==> config.mk <==
export PLATFORM = sky130hd
export DESIGN_NAME = vca_regs
export DESIGN_NICKNAME = d
export VERILOG_FILES = /design/src/rtl/vca_pkg.sv /design/src/rtl/vca_regs.sv
export SDC_FILE = /design/constraint.sdc
export NUM_CORES = 1
export LEC_CHECK = 0
export ABC_AREA = 0
export BUFFER_PORTS_ARGS = -buffer_cell sky130_fd_sc_hd__buf_2
export CAP_MARGIN = 0
export CORE_MARGIN = 1
export CORE_UTILIZATION = 50
export DETAILED_ROUTE_END_ITERATION = 8
export PLACE_DENSITY = 0.79
export SYNTH_ARGS = -nofsm -noshare
export SYNTH_HDL_FRONTEND = slang
export SYNTH_SLANG_ARGS = --single-unit
export TNS_END_PERCENT = 1
==> constraint.sdc <==
create_clock -name clk -period 2.2 [get_ports clk]
set_input_delay 0.11 -clock clk [delete_from_list [all_inputs] [get_ports clk]]
set_output_delay 0.11 -clock clk [all_outputs]
set_load 0.01 [all_outputs]
==> src/rtl/vca_pkg.sv <==
// vca_pkg: types, register map and a helper function of the voltage controlled amplifier
// no dependencies; imported by every module of the block
`default_nettype none

package vca_pkg;

	localparam int unsigned ADDR_W = 5;
	localparam int unsigned DATA_W = 32;

	localparam logic [15:0] ONE_Q15 = 16'h8000;

	// register indexes
	localparam logic [2:0] REG_CONTROL_MODE     = 3'd0;
	localparam logic [2:0] REG_AUDIO_MODE       = 3'd1;
	localparam logic [2:0] REG_MASTER_ENABLE    = 3'd2;
	localparam logic [2:0] REG_CONTROL_BALANCE  = 3'd3;
	localparam logic [2:0] REG_CONTROL_STRENGTH = 3'd4;
	localparam logic [2:0] REG_PRE_GAIN         = 3'd5;
	localparam logic [2:0] REG_AUDIO_WEIGHT     = 3'd6;
	localparam logic [2:0] REG_OUT_GAIN         = 3'd7;

	// control modes
	localparam logic [2:0] CM_FIXED    = 3'd0;
	localparam logic [2:0] CM_BALANCED = 3'd1;
	localparam logic [2:0] CM_PRODUCT  = 3'd2;
	localparam logic [2:0] CM_ONE      = 3'd3;
	localparam logic [2:0] CM_TWO      = 3'd4;

	// audio modes
	localparam logic [1:0] AM_BALANCED = 2'd0;
	localparam logic [1:0] AM_ONE      = 2'd1;
	localparam logic [1:0] AM_TWO      = 2'd2;

	typedef struct packed {
		logic [2:0]  control_mode;
		logic [1:0]  audio_mode;
		logic        master_enable;
		logic [15:0] control_balance;
		logic [15:0] control_strength;
		logic [15:0] pre_gain;
		logic [15:0] audio_weight;
		logic [15:0] out_gain;
	} cfg_t;

	// word between the mix and gain stages
	typedef struct packed {
		logic               valid;
		logic               last;
		logic [14:0]        level;
		logic signed [15:0] audio;
	} mix_word_t;

	function automatic logic [15:0] sat_one(input logic [15:0] v);
		return (v > ONE_Q15) ? ONE_Q15 : v;
	endfunction

endpackage

`default_nettype wire

==> src/rtl/vca_regs.sv <==
// vca_regs: apb configuration registers of the amplifier
// depends on vca_pkg
`default_nettype none

module vca_regs (
	input  wire logic                       clk,
	input  wire logic                       arst_n,
	input  wire logic                       psel,
	input  wire logic                       penable,
	input  wire logic                       pwrite,
	input  wire logic [vca_pkg::ADDR_W-1:0] paddr,
	input  wire logic [vca_pkg::DATA_W-1:0] pwdata,
	output      logic [vca_pkg::DATA_W-1:0] prdata,
	output      logic                       pready,
	output      vca_pkg::cfg_t              cfg
);
	import vca_pkg::*;

	cfg_t       cfg_q;
	logic       wr_en;
	logic [2:0] idx;

	assign pready = 1'b1;
	assign wr_en  = psel & penable & pwrite & pready;
	assign idx    = paddr[ADDR_W-1:2];
	assign cfg    = cfg_q;

	always_ff @(posedge clk or negedge arst_n) begin
		if (!arst_n) begin
			cfg_q.control_mode     <= CM_BALANCED;
			cfg_q.audio_mode       <= AM_BALANCED;
			cfg_q.master_enable    <= 1'b1;
			cfg_q.control_balance  <= 16'd16384;
			cfg_q.control_strength <= 16'd32768;
			cfg_q.pre_gain         <= 16'd0;
			cfg_q.audio_weight     <= 16'd16384;
			cfg_q.out_gain         <= 16'd16384;
		end else if (wr_en) begin
			unique case (idx)
				REG_CONTROL_MODE:     cfg_q.control_mode     <= pwdata[2:0];
				REG_AUDIO_MODE:       cfg_q.audio_mode       <= pwdata[1:0];
				REG_MASTER_ENABLE:    cfg_q.master_enable    <= pwdata[0];
				REG_CONTROL_BALANCE:  cfg_q.control_balance  <= pwdata[15:0];
				REG_CONTROL_STRENGTH: cfg_q.control_strength <= pwdata[15:0];
				REG_PRE_GAIN:         cfg_q.pre_gain         <= pwdata[15:0];
				REG_AUDIO_WEIGHT:     cfg_q.audio_weight     <= pwdata[15:0];
				REG_OUT_GAIN:         cfg_q.out_gain         <= pwdata[15:0];
				default: ;
			endcase
		end
	end

	always_comb begin
		prdata = '0;
		unique case (idx)
			REG_CONTROL_MODE:     prdata[2:0]  = cfg_q.control_mode;
			REG_AUDIO_MODE:       prdata[1:0]  = cfg_q.audio_mode;
			REG_MASTER_ENABLE:    prdata[0]    = cfg_q.master_enable;
			REG_CONTROL_BALANCE:  prdata[15:0] = cfg_q.control_balance;
			REG_CONTROL_STRENGTH: prdata[15:0] = cfg_q.control_strength;
			REG_PRE_GAIN:         prdata[15:0] = cfg_q.pre_gain;
			REG_AUDIO_WEIGHT:     prdata[15:0] = cfg_q.audio_weight;
			REG_OUT_GAIN:         prdata[15:0] = cfg_q.out_gain;
			default: ;
		endcase
	end

endmodule

`default_nettype wire

### Word-level counts from Yosys, hierarchy flattened

Cells that the tools add are included.

* input bits: 42
* output and inout bits: 119
* word-level logic and storage cells: 30
* register bits: 86

* multiplexer cells: 4
* equal/unequal tests: 7
* reduce and logical (&&, ||, !) cells: 9
* bitwise gates (word level): 2

Operators with widths (number)
* 13-bit case mux with 5 select lines: 1
* 2-bit AND reduction: 8
* 3-bit == test, second input constant: 4
* 1-bit case mux with 8 select lines: 1
* 1-bit case mux with 7 select lines: 1
* 3-bit by 2-bit == test with 1-bit output, second input constant: 2
* 1-bit case mux with 6 select lines: 1
* 3-bit by 1-bit == test with 1-bit output, second input constant: 1
* 3-bit zero test: 1
* 1-bit AND: 2

### Logic depth before layout (Yosys ltp)

* depth in word-level cells: 3
* depth in mapped cells: 5
* gate-level depth less buffers: 3

### Worst setup path before layout

OpenSTA, ideal clock, no wires.

* kind: input-to-reg
* start point: input port paddr[3] in the netlist's numbering
* end point: register cfg_q (netlist bit cfg[70])
* stages: 5
* path buffers: 2
* library setup time: 125 ps
* slack: 898 ps
* required time: 2075 ps
* arrival time: 1177 ps
* cell sequence: buf_4 nand4_2 nor2_4 buf_4 mux2_2

* longest elaborated chain between the ends: 2

RTL lines
* from (decl): RTL line vca_regs.sv:11 `input wire logic [vca_pkg::ADDR_W-1:0] paddr,`
* 3-bit by 2-bit == test with 1-bit output: RTL line vca_regs.sv:39 `unique case (idx)`
* 2-bit AND reduction (no line)
* to (decl): RTL line vca_regs.sv:19 `cfg_t cfg_q;`

Every way passes these cells.
A chain may end at the register's enable or synchronous reset.

### Final worst setup path

* start point: input port paddr[2] in the netlist's numbering
* end point: output port prdata[2] in the netlist's numbering

* longest elaborated chain between the ends: 2
* elaborated cells between the ends (all ways): 7
* those cells by class: eq/ne (5); mux (1); reduce/logical (1)

RTL lines
* 3-bit == test, or another cell as far along: RTL line vca_regs.sv:55 `unique case (idx)`
* 1-bit case mux with 6 select lines (*): RTL line vca_regs.sv:55
* to (decl): RTL line vca_regs.sv:13 `output logic [vca_pkg::DATA_W-1:0] prdata,`

Every way passes the cells marked *; elsewhere a longest branch is shown, timed or not.

==> metrics.txt <==
mean area per synthesized cell=14.1 sq um; die area=8550 sq um; first-pass GRT wire length=15500 microns; Final Slew Violations=0; Post-CTS Hold Buffers=1; max reg flops=86; Cell Count, Final, Fillers Out=528; Mapped Cells=290; post-DR wirelength/cell=between 15 and 20 microns; net switching power=1340 uW; ys flop type=dfrtp_1; CP Launch Type=input port; clk_lat worst skew=0.34 ns; Int Pwr=3240 uW; CORE AREA=7810 sq um; Data arrival, critical path=1.64 ns; Synth Cell Area=4090 sq um; Final Critical Period=1.75 ns; Longest Clk Path Bufs=2; setup TNS=0 ns; outcome=finished clean; WHS=0.0470 ns; sequential area share after synthesis=52.8%; Post-DP HPWL=approximately 6700 microns; fin crit share=79.6%; Logic pwr share=25.7%; post-synthesis cell type count=29; final setup fails=0; Num CTS Buffers=9; Crit-path slowest cell=nand2b_1; pin count of the biggest net entering global routing=46; WP buf/inv=3; Worst Setup End Kind=output port; initial antenna violation count=0; drt pass-1 iters=4; clock power share=27.5%; gate family responsible for the most delay along the worst path=buffers and inverters; gpl congestion=0.767; clock root buffer=clkbuf_8; peak supply drop=0.491 mV; switching part of the total power=29.4%; Die Span Y=~90 microns; post-synthesis register bit count=86; htree depth=3; I/O Pins=about 160; clock sink count=86; share of cells above drive strength 1=59.2%; Worst Path Required=2.09 ns; Ys Warns=0; Post-synth EDFFs=0; Layout Skew=0 ns; Flop pwr share=46.7%; via/cell ratio=between 5 and 6; row cnt=32; ANT nets after route=0; via count of the first global-routing pass=about 2900; CP max FO=12; grt total ovfl=0; crit path cell chain=buf_2, nand2b_1, buf_4, a211oi_1, a221oi_1, buf_2; port bufs=125; total of max-cap violations=0; CP most frequent cell=buf_2; antenna cell count=0; CTS tree=done; fillcell total=approximately 660; register area=2160 sq um; Area Growth Syn to Fin=23.1%; Worst Tran Pin Value=0.568 ns; Multi-input gate area=1770 sq um; post-cts resize count=0; # nets final=463; asr flop ratio synth=between 90% and 100%; hold crit path type=input port to flip-flop; Hold Vio Cnt, Final=0; Worst path max stage delay=roughly 0.50 ns; 1st-iter DRT viols=92; RSZ-0062 raised after global routing=no; relative slew slack=62.1%; Lkg Pwr=0.00266 uW; Pwr Density=around 910 nW/um^2; Post-CTS Setup Inserts=0; Total GRT Usage=24.0%; Initial Util=52.4%; Die X=92.5 microns; Via Count=approximately 2900; critical path type=input port to output port; Routed WL=roughly 9700 microns; DRC Markers=0; placed cell count=511; Clock transition at path regs=0.08 ns; Max Fclk=571 MHz
-- final timing paths --
kind	start	to	slack, ns	cells past startpoint
min reg2reg	cfg[23]	cfg[23]	0.53	1
min in group asynchronous	arst_n	cfg[1]	0.28	2
max reg2reg	cfg[84]	cfg[84]	1.39	1
max in group asynchronous	arst_n	cfg[72]	1.28	3
min	pwdata[3]	cfg[51]	0.05	2
max	paddr[2]	prdata[2]	0.45	6
-- area by class of cell --
cell class	instances	area share (%)
sequential	86	42.9
tap	102	2.53
clock buffer	13	3.35
inverter	1	0.0745
timing repair buffer	137	14.8
clock inverter	3	1.29
multi-input combinational	186	35.1
-- power groups by stage --
| stage | clock [uW] | sequential [uW] | combinational [uW] |
|---|---|---|---|
| 3_3_place_gp | 0 | 2150 | 1160 |
| 3_5_place_dp | 0 | 2170 | 1180 |
| 6_report | 1260 | 2140 | 1180 |
| 2_1_floorplan | 0 | 2280 | 531 |
| 4_1_cts | 1290 | 2140 | 1190 |
| 5_1_grt | 1350 | 2190 | 1280 |
-- per-layer routing --
| metal | wire, microns | vias up | global-route usage (%) |
|---|---|---|---|
| li1 | - | 1280 | - |
| met1 | 4280 | 1443 | 31.2 |
| met2 | 4540 | 120 | 39.3 |
| met3 | 779 | 9 | 6.24 |
| met4 | 94 | 0 | 7.29 |
| met5 | 0 | - | 0 |
-- synth_stat cells, types with 2 or more instances --
cell type / n / area (sq um)
mux4_2: 3 / 67.6
mux2_1: 4 / 45.0
mux2_2: 83 / 935
nor2_1: 3 / 11.3
dfstp_2: 6 / 158
nand2b_1: 3 / 18.8
dfrtp_1: 80 / 2000
a211oi_1: 3 / 22.5
buf_4: 24 / 180
a221oi_1: 2 / 17.5
mux2i_1: 26 / 260
nor2_4: 5 / 56.3
o22ai_1: 12 / 75.1
conb_1: 2 / 7.51
buf_2: 6 / 30.0
a21o_1: 12 / 90.1
and2_1: 3 / 18.8
nand2_1: 2 / 7.51
-- metrics by stage --
stage | total power, uW | cell area (sq um) | setup WS [ns] | util [%]
after detailed placement | 3350 | 4790 | 0.374 | 61.4
after global routing | 4820 | 5040 | 0.283 | 64.5
after floorplan | 2810 | 4150 | 0.898 | -
after global placement | 3300 | 4790 | 0.410 | 61.4
after CTS | 4620 | 5040 | 0.461 | 64.5
final | 4580 | 5040 | 0.448 | 64.5
-- cells by family (layout without fill, tap and decap cells) --
kind of cell / Yosys count / count (layout) / synth area share, %
mux: 116 / 116 / 32.0
flops: 86 / 86 / 52.8
buf+inv: 33 / 154 / 5.41
compound gates: 31 / 31 / 5.35
simple gates: 22 / 22 / 4.31
other cells: 2 / 17 / 0.184
-- placed cells by master, fill, tap and decap left out, types with 2 or more instances in the layout --
| cell type | count |
|---|---|
| buf_2 | 124 |
| mux2_2 | 83 |
| dfrtp_1 | 80 |
| mux2i_1 | 26 |
| conb_1 | 17 |
| o22ai_1 | 12 |
| a21o_1 | 12 |
| clkbuf_8 | 12 |
| buf_4 | 10 |
| dfstp_2 | 6 |
| nor2_4 | 5 |
| mux2_1 | 4 |
| nand2b_1 | 3 |
| nor2_1 | 3 |
| mux4_2 | 3 |
| and2_1 | 3 |
| a211oi_1 | 3 |
| a221oi_1 | 2 |
| nand2_1 | 2 |
| bufinv_16 | 2 |
| buf_12 | 2 |
(Power assumes the default switching activity.)
