`src/rtl/vca_pkg.sv`:
```
// vca_pkg: types, register map and a helper function of the voltage controlled amplifier
// no dependencies; imported by every module of the block
`default_nettype none

package vca_pkg;

	localparam int unsigned ADDR_W = 5;
	localparam int unsigned DATA_W = 32;

	localparam logic [15:0] ONE_Q15 = 16'h8000;

	// register indexes
	localparam logic [2:0] REG_CONTROL_MODE     = 3'd0;
	localparam logic [2:0] REG_AUDIO_MODE       = 3'd1;
	localparam logic [2:0] REG_MASTER_ENABLE    = 3'd2;
	localparam logic [2:0] REG_CONTROL_BALANCE  = 3'd3;
	localparam logic [2:0] REG_CONTROL_STRENGTH = 3'd4;
	localparam logic [2:0] REG_PRE_GAIN         = 3'd5;
	localparam logic [2:0] REG_AUDIO_WEIGHT     = 3'd6;
	localparam logic [2:0] REG_OUT_GAIN         = 3'd7;

	// control modes
	localparam logic [2:0] CM_FIXED    = 3'd0;
	localparam logic [2:0] CM_BALANCED = 3'd1;
	localparam logic [2:0] CM_PRODUCT  = 3'd2;
	localparam logic [2:0] CM_ONE      = 3'd3;
	localparam logic [2:0] CM_TWO      = 3'd4;

	// audio modes
	localparam logic [1:0] AM_BALANCED = 2'd0;
	localparam logic [1:0] AM_ONE      = 2'd1;
	localparam logic [1:0] AM_TWO      = 2'd2;

	typedef struct packed {
		logic [2:0]  control_mode;
		logic [1:0]  audio_mode;
		logic        master_enable;
		logic [15:0] control_balance;
		logic [15:0] control_strength;
		logic [15:0] pre_gain;
		logic [15:0] audio_weight;
		logic [15:0] out_gain;
	} cfg_t;

	// word between the mix and gain stages
	typedef struct packed {
		logic               valid;
		logic               last;
		logic [14:0]        level;
		logic signed [15:0] audio;
	} mix_word_t;

	function automatic logic [15:0] sat_one(input logic [15:0] v);
		return (v > ONE_Q15) ? ONE_Q15 : v;
	endfunction

endpackage

`default_nettype wire

```
`src/rtl/vca_mix.sv`:
```
// vca_mix: stages 1 and 2, control and audio mixing products and their reduction
// depends on vca_pkg
`default_nettype none

module vca_mix (
	input  wire logic               clk,
	input  wire logic               arst_n,
	input  wire vca_pkg::cfg_t      cfg,
	input  wire logic               in_valid,
	input  wire logic signed [15:0] control_one,
	input  wire logic signed [15:0] control_two,
	input  wire logic signed [15:0] audio_one,
	input  wire logic signed [15:0] audio_two,
	input  wire logic               block_last,
	output      vca_pkg::mix_word_t mix
);
	import vca_pkg::*;

	logic [15:0]        cw1, cw2, aw1, aw2;
	logic signed [16:0] cop1, cop2, aop1, aop2;
	logic signed [32:0] pc1, pc2, pa1, pa2;
	logic               pos;

	logic               valid_s1, last_s1, pos_s1;
	logic signed [32:0] pc1_s1, pc2_s1, pa1_s1, pa2_s1;

	logic signed [33:0] csum, asum;
	logic               czero;

	logic               valid_s2, last_s2;
	logic [14:0]        level_s2;
	logic signed [15:0] audio_s2;

	assign cw2 = sat_one(cfg.control_balance);
	assign cw1 = ONE_Q15 - cw2;
	assign aw2 = sat_one(cfg.audio_weight);
	assign aw1 = ONE_Q15 - aw2;

	always_comb begin
		cop1 = '0;
		cop2 = '0;
		unique case (cfg.control_mode)
			CM_BALANCED: begin
				cop1 = signed'({1'b0, cw1});
				cop2 = signed'({1'b0, cw2});
			end
			CM_PRODUCT: cop1 = signed'({control_two[15], control_two});
			CM_ONE:     cop1 = signed'({1'b0, ONE_Q15});
			CM_TWO:     cop2 = signed'({1'b0, ONE_Q15});
			default: ;
		endcase
	end

	always_comb begin
		aop1 = signed'({1'b0, aw1});
		aop2 = signed'({1'b0, aw2});
		unique case (cfg.audio_mode)
			AM_ONE: begin
				aop1 = signed'({1'b0, ONE_Q15});
				aop2 = '0;
			end
			AM_TWO: begin
				aop1 = '0;
				aop2 = signed'({1'b0, ONE_Q15});
			end
			default: ;
		endcase
	end

	assign pc1 = control_one * cop1;
	assign pc2 = control_two * cop2;
	assign pa1 = audio_one * aop1;
	assign pa2 = audio_two * aop2;
	assign pos = (control_one > 16'sd0) && (control_two > 16'sd0);

	always_ff @(posedge clk or negedge arst_n) begin
		if (!arst_n) begin
			valid_s1 <= 1'b0;
		end else begin
			valid_s1 <= in_valid;
		end
	end

	always_ff @(posedge clk) begin
		pc1_s1  <= pc1;
		pc2_s1  <= pc2;
		pa1_s1  <= pa1;
		pa2_s1  <= pa2;
		pos_s1  <= pos;
		last_s1 <= block_last;
	end

	assign csum  = 34'(pc1_s1) + 34'(pc2_s1);
	assign asum  = 34'(pa1_s1) + 34'(pa2_s1);
	// negative level, or a product with a non-positive control, gives zero
	assign czero = csum[33] | ((cfg.control_mode == CM_PRODUCT) & ~pos_s1);

	always_ff @(posedge clk or negedge arst_n) begin
		if (!arst_n) begin
			valid_s2 <= 1'b0;
		end else begin
			valid_s2 <= valid_s1;
		end
	end

	always_ff @(posedge clk) begin
		level_s2 <= czero ? 15'd0 : csum[29:15];
		audio_s2 <= asum[30:15];
		last_s2  <= last_s1;
	end

	assign mix.valid = valid_s2;
	assign mix.last  = last_s2;
	assign mix.level = level_s2;
	assign mix.audio = audio_s2;

endmodule

`default_nettype wire

```
`config.mk`:
```
export PLATFORM = sky130hd
export DESIGN_NAME = vca_mix
export DESIGN_NICKNAME = d
export VERILOG_FILES = /design/src/rtl/vca_pkg.sv /design/src/rtl/vca_mix.sv
export SDC_FILE = /design/constraint.sdc
export NUM_CORES = 2
export LEC_CHECK = 0
export BUFFER_PORTS_ARGS = -buffer_cell sky130_fd_sc_hd__buf_4
export CAP_MARGIN = 10
export CORE_ASPECT_RATIO = 1.75
export CORE_MARGIN = 10
export CORE_UTILIZATION = 35
export CTS_CLUSTER_SIZE = 30
export DETAILED_ROUTE_END_ITERATION = 8
export PLACE_DENSITY = 0.54
export SLEW_MARGIN = 30
export SYNTH_ARGS = -nofsm -noshare
export SYNTH_HDL_FRONTEND = slang
export SYNTH_SLANG_ARGS = --single-unit
```
`constraint.sdc`:
```
create_clock -name clk -period 5.6 [get_ports clk]
set_input_delay 0.28 -clock clk [delete_from_list [all_inputs] [get_ports clk]]
set_output_delay 0.28 -clock clk [all_outputs]
set_load 0.02 [all_outputs]
```
# After elaboration in Yosys (flattened, before gate mapping)
# Cells that the tools add are included.
[classes]
addsub = 4
n_lt_le_gt_ge = 4
reduce_logical = 1
eq_ne = 6
mul = 4
n_shift = 0
mux = 6
n_bitwise = 3
div_mod_pow = 0
[ops]
columns = ["cell", "count"]
rows = [
  ["$pmux W16 S2", 3],
  ["$mul A16 B17 Y33", 2],
  ["$mul A16 B17 Y31", 2],
  ["$pmux W17 S3", 1],
  ["$add A33 B33 Y34", 1],
  ["$gt A16 B1 Y1 const B", 2],
  ["$gt A16 B16 Y1 const B", 2],
  ["$mux W16", 2],
  ["$sub A16 B16 Y16 const A", 2],
  ["$add A31 B31 Y31", 1],
  ["$eq A3 B2 Y1 const B", 2],
  ["$eq A3 B1 Y1 const B", 1],
  ["$eq A3 B3 Y1 const B", 1],
  ["$eq A2 B1 Y1 const B", 1],
  ["$eq A2 B2 Y1 const B", 1],
  ["$and A1 B1 Y1", 1],
  ["$logic_and A1 B1 Y1", 1],
  ["$not A1 Y1", 1],
  ["$or A1 B1 Y1", 1],
]
[word_totals]
output_inout_bits = 33
latch_bits = 0
rom_bits = 0
ramBits = 0
regBits = 164
wordCells = 39
inputBits = 154
n_memories = 0

# Logic depth before layout (Yosys ltp)
[logic_depth]
depth_word = 5
depth_mapped = 33
ltp_nobuf = 30

# Least setup slack after synthesis
# No wires, ideal clock.
[synth_timing]
path_type = "input to register"
from = "in cfg[64] in the netlist's numbering"
to = "reg pc2_s1[31]"
path_slack_ns = -2.450
n_path_buf = 3
setup_ns = 0.119
arrival_time_ns = 7.931
path_stages = 29
t_required_ns = 5.481
path_cell_list = "or4_4 -> or4b_4 -> or3_4 -> a21oi_4 -> buf_4 -> and2_1 -> buf_2 -> nand2_1 -> fa_1 -> inv_1 -> fa_1 -> inv_1 -> fa_1 -> fa_1 -> inv_1 -> fa_1 -> inv_1 -> fa_1 -> inv_1 -> ha_1 -> clkbuf_1 -> nand3_1 -> a211oi_1 -> o31ai_1 -> a21oi_1 -> o211ai_1 -> a2111oi_0 -> a31oi_1 -> xnor2_1"
[synth_via]
elab_chain_len = 4
[synth_lines]
columns = ["item", "line_no", "rtl"]
rows = [
  ["from (decl)", "vca_mix.sv:8", "input wire vca_pkg::cfg_t cfg,"],
  ["$gt A16 B16 Y1", "vca_pkg.sv:54", "return (v > ONE_Q15) ? ONE_Q15 : v;"],
  ["$mux W16 *", "vca_pkg.sv:54", ""],
  ["$pmux W16 S2 *", "vca_mix.sv:42", "unique case (cfg.control_mode)"],
  ["$mul A16 B17 Y33 *", "vca_mix.sv:71", "assign pc2 = control_two * cop2;"],
  ["via pc2[31]", "vca_mix.sv:21", "logic signed [32:0] pc1, pc2, pa1, pa2;"],
  ["to (signal assigned)", "vca_mix.sv:86", "pc2_s1 <= pc2;"],
  ["to (decl)", "vca_mix.sv:25", "logic signed [32:0] pc1_s1, pc2_s1, pa1_s1, pa2_s1;"],
]
# Mark *: on every way through the listed nets, which the timed path passes. The rest lies on a longest branch.
# A chain may end at the register's enable or synchronous reset.

# Worst setup path after layout
[layout_timing]
from = "in cfg[67] in the netlist's numbering"
to = "reg pc1_s1[32]"
[layout_via]
elab_chain_len = 5
[layout_lines]
columns = ["item", "line_no", "rtl"]
rows = [
  ["$gt A16 B16 Y1", "vca_pkg.sv:54", ""],
  ["$mux W16 *", "vca_pkg.sv:54", ""],
  ["$sub A16 B16 Y16 *", "vca_mix.sv:35", "assign cw1 = ONE_Q15 - cw2;"],
  ["$pmux W17 S3 *", "vca_mix.sv:42", ""],
  ["$mul A16 B17 Y33 *", "vca_mix.sv:70", "assign pc1 = control_one * cop1;"],
  ["via pc1[32]", "vca_mix.sv:21", ""],
  ["to (signal assigned)", "vca_mix.sv:85", "pc1_s1 <= pc1;"],
  ["to (decl)", "vca_mix.sv:25", ""],
]
# Marks and branches as above.

==> metrics.txt <==
# TYPE chip_impl_metric gauge
chip_impl_metric{name="placed_cells_incl_taps",unit=""} 7207
chip_impl_metric{name="detail_route.drc_violations",unit=""} 0
chip_impl_metric{name="ir_drop",unit="mV"} 0.471
chip_impl_metric{name="drv.max_cap_violation_count",unit=""} 0
chip_impl_metric{name="place.port_buffers",unit=""} 137
chip_impl_metric{name="final_cell_count_no_fill",unit=""} 7382
chip_impl_metric{name="grt_start_max_net_pins",unit=""} 33
chip_impl_info{name="cp-end-kind",value="flip-flop"} 1
chip_impl_metric{name="die_w",unit="um"} 286
chip_impl_metric{name="nets",unit=""} 7239
chip_impl_metric{name="max_freq",unit="MHz"} 136
chip_impl_metric{name="detail-route-antenna-nets",unit=""} 0
chip_impl_metric{name="synth_warnings",unit=""} 0
chip_impl_metric{name="vias_post_dr",unit=""} 36300
chip_impl_metric{name="fin_setup_tns",unit="ns"} -92.55
chip_impl_info{name="status",value="complete, but fails checks"} 1
chip_impl_metric{name="gr-total-overflow",unit=""} 0
chip_impl_metric{name="p_total",unit="mW"} 20.1
chip_impl_metric{name="timing_hold_violations_final",unit=""} 0
chip_impl_metric{name="path_buf_inv",unit=""} 13
chip_impl_metric{name="avgRoutedWirePerCell",unit="um"} 19.5
chip_impl_metric{name="yosys_reg_bits",unit=""} 164
chip_impl_metric{name="placement_rows",unit=""} 170
chip_impl_info{name="setup_repair_after_global_routing_missed_its_margin",value="yes"} 1
chip_impl_metric{name="initial_core_util",unit="%"} 35.3
chip_impl_metric{name="cp_max_stage_delay",unit="ns"} 0.55
chip_impl_info{name="violations",value="negative setup slack"} 1
chip_impl_metric{name="share_of_synthesized_area_occupied_by_flip_flops_and_latches",unit="%"} 7.61
chip_impl_info{name="synth_top_flop_cell",value="sky130_fd_sc_hd__dfxtp_1"} 1
chip_impl_info{name="path_delay_family",value="adder cells"} 1
chip_impl_metric{name="final_min_period_over_clock_period",unit="%"} 131
chip_impl_metric{name="ff2ff_setup_slack",unit="ns"} 1.91
chip_impl_metric{name="tritoncts_num_sinks",unit=""} 164
chip_impl_metric{name="detailedPlace.worstSlack",unit="ns"} -2.57
chip_impl_metric{name="final_area",unit="mm2"} 0.0572
chip_impl_metric{name="detail_route.iter0.violations",unit=""} 1445
chip_impl_metric{name="via_count_of_the_first_global_routing_pass",unit=""} 40800
chip_impl_metric{name="report.final.setup_viol",unit=""} 92
chip_impl_metric{name="final.setup.worst_slack",unit="ns"} -1.76
chip_impl_info{name="critPathSlowestCell",value="sky130_fd_sc_hd__fa_1"} 1
chip_impl_metric{name="finalWorstPathRequiredPeriod",unit="ns"} 7.36
chip_impl_metric{name="dp_hpwl",unit="um"} 124000
chip_impl_metric{name="die_area",unit="mm2"} 0.139
chip_impl_metric{name="placedInstanceArea",unit="mm2"} 0.0525
chip_impl_metric{name="inserted_clock_buffers",unit=""} 17
chip_impl_metric{name="synth_cell_types",unit=""} 81
chip_impl_metric{name="gp_congestion",unit=""} 0.985
chip_impl_metric{name="fillCellCount",unit=""} 11800
chip_impl_metric{name="timing.max_slew.rel_slack",unit="%"} 48.4
chip_impl_metric{name="cts_max_path_buffers",unit=""} 2
chip_impl_info{name="root_buffer",value="sky130_fd_sc_hd__clkbuf_16"} 1
chip_impl_metric{name="pwr_density_cell",unit="mW/mm2"} 351
chip_impl_metric{name="syn-cell-area",unit="mm2"} 0.0433
chip_impl_metric{name="cp.required",unit="ns"} 6.01
chip_impl_metric{name="worst_pin_slew",unit="ns"} 0.763
chip_impl_metric{name="floorplan.core_area",unit="mm2"} 0.123
chip_impl_metric{name="synth_area_per_cell",unit="um2"} 8.87
chip_impl_metric{name="layout_cell_share_with_drive_strength_beyond_1",unit="%"} 28.7
chip_impl_info{name="clock_tree_from_tritoncts",value="done"} 1
chip_impl_metric{name="p_leak",unit="nW"} 28.9
chip_impl_metric{name="syn_inst",unit=""} 4884
chip_impl_metric{name="synth-async-reset-ratio",unit="%"} 1.22
chip_impl_info{name="crit_path_start_kind",value="input pin"} 1
chip_impl_metric{name="clk_latency",unit="ns"} 0.50
chip_impl_info{name="mostFrequentLayoutCell",value="sky130_fd_sc_hd__inv_1"} 1
chip_impl_metric{name="post_drt_via_cell_ratio",unit=""} 4.91
chip_impl_metric{name="number_of_flops_mapped_to_enable_cells_by_yosys",unit=""} 0
chip_impl_metric{name="final_core_utilization",unit="%"} 46.6
chip_impl_metric{name="critPathMaxFanout",unit=""} 7
chip_impl_metric{name="synth_nets",unit=""} 6389
chip_impl_metric{name="floorplan.die.height",unit="um"} 485
chip_impl_metric{name="htreeDepth",unit=""} 4
chip_impl_metric{name="final.hold.worst_slack",unit="ns"} 0.100
chip_impl_info{name="worst_hold_path_type",value="in -> reg"} 1
chip_impl_metric{name="drt-pass1-iter-count",unit=""} 5
chip_impl_metric{name="grt_antenna_before_repair",unit=""} 5
chip_impl_metric{name="register_area",unit="mm2"} 0.00329
chip_impl_metric{name="clk_pin_slew_worst_paths",unit="ns"} 0.07
chip_impl_metric{name="clock-skew-final",unit="ns"} 0.0248
chip_impl_metric{name="multiInputGateArea",unit="mm2"} 0.0382
chip_impl_metric{name="pin_count",unit=""} 187
chip_impl_metric{name="timing.critical_path.arrival",unit="ns"} 7.76
chip_impl_info{name="timing_worst_setup_path_type",value="in -> reg"} 1
chip_impl_metric{name="grt_util_all_layers",unit="%"} 20.9
chip_impl_metric{name="wire_length_of_the_first_global_routing_pass",unit="um"} 225000
chip_impl_metric{name="final-max-slew-violation-count",unit=""} 0
chip_impl_metric{name="wirelength",unit="um"} 144000
chip_impl_metric{name="layout-area-overhead-vs-synth",unit="%"} 32.1
chip_impl_info{name="most_frequent_cells_in_the_layout",value="963 x sky130_fd_sc_hd__inv_1, 834 x sky130_fd_sc_hd__buf_4, 798 x sky130_fd_sc_hd__fa_1, 528 x sky130_fd_sc_hd__nand2_1, 437 x sky130_fd_sc_hd__ha_1"} 1
[registers in the layout, summed over array words and instances, names as in the netlist]
register and cells:
last_s2 1, pos_s1 1, pc2_s1 33, pa2_s1 31
valid_s2 1, pc1_s1 33, audio_s2 16, valid_s1 1
level_s2 15, pa1_s1 31, last_s1 1
[layout make-up]
| cell class | count | share of cell area, % |
|---|---|---|
| Multi-Input combinational cell | 3463 | 66.8 |
| Sequential cell | 164 | 5.76 |
| Antenna cell | 1 | 0.00437 |
| Clock inverter | 13 | 0.252 |
| Inverter | 1043 | 6.85 |
| Timing Repair Buffer | 1045 | 16.0 |
| Tap cell | 1634 | 3.57 |
| Clock buffer | 19 | 0.774 |
[Yosys cell counts, types with 22 or more instances]
library cell	n	area, um2
sky130_fd_sc_hd__a21oi_1	146	731
sky130_fd_sc_hd__xor2_1	39	342
sky130_fd_sc_hd__clkbuf_1	182	683
sky130_fd_sc_hd__dfxtp_1	162	3240
sky130_fd_sc_hd__nand2_1	593	2230
sky130_fd_sc_hd__nand2b_1	52	325
sky130_fd_sc_hd__nor2b_1	44	275
sky130_fd_sc_hd__and3_1	187	1170
sky130_fd_sc_hd__nor2_1	116	435
sky130_fd_sc_hd__a21o_1	61	458
sky130_fd_sc_hd__a211oi_1	23	173
sky130_fd_sc_hd__ha_1	493	6170
sky130_fd_sc_hd__nor3_1	56	280
sky130_fd_sc_hd__and2_1	300	1880
sky130_fd_sc_hd__nand3_1	46	230
sky130_fd_sc_hd__o21ai_0	87	435
sky130_fd_sc_hd__o21bai_1	22	165
sky130_fd_sc_hd__inv_1	1043	3920
sky130_fd_sc_hd__o21a_1	26	195
sky130_fd_sc_hd__fa_1	858	17200
sky130_fd_sc_hd__xnor2_1	111	972
[layer usage]
layer | vias up | track usage [%] | part of all wire (%)
met3 | 406 | 2.27 | 2.8
li1 | 16800 | - | -
met1 | 18300 | 19.5 | 32
met5 | - | 0 | 0.032
met4 | 6 | 13.9 | 7.7
met2 | 809 | 41.5 | 57
[kinds of logic after synthesis]
kind of cell / share of synthesized area (%)
xor gates and xnor gates: 3.03
buffers and inverters: 11.0
adders and majority gates: 53.9
AOI/OAI and AO/OA: 7.42
muxes: 0.0260
DFF: 7.61
and+or+nand+nor: 17.0
[path summary, 6_finish.rpt]
check                                to  cells past startpoint       startpoint
max                          pc1_s1[32]                     33          cfg[67]
min in group asynchronous      valid_s2                      2           arst_n
max in group asynchronous      valid_s1                      2           arst_n
min                              pos_s1                      3  control_one[15]
max reg2reg                level_s2[11]                      9       pc2_s1[20]
min reg2reg                     last_s2                      0          last_s1
[what timing repair did]
action | 4_1_cts | 5_1_grt
resized for setup | 456 | 281
hold buffers | 3 | 0
endpoints found under the setup margin | 97 | 97
buffers inserted | 103 | 67
cloned | 5 | 1
pin swaps | 263 | 211
hold endpoints to repair | 4 | 0
[power by group]
part	leakage [nW]	switching (mW)	internal (mW)
clock	0.283	0.586	0.639
combinational	27.2	8.73	8.13
sequential	1.38	0.239	1.76
[tightest hold or removal path, stage by stage]
cell and delay (ns):
sky130_fd_sc_hd__buf_4 0.08, sky130_fd_sc_hd__buf_4 0.12, sky130_fd_sc_hd__nor3_1 0.05
Note: power is estimated with default switching activity, not from simulation.
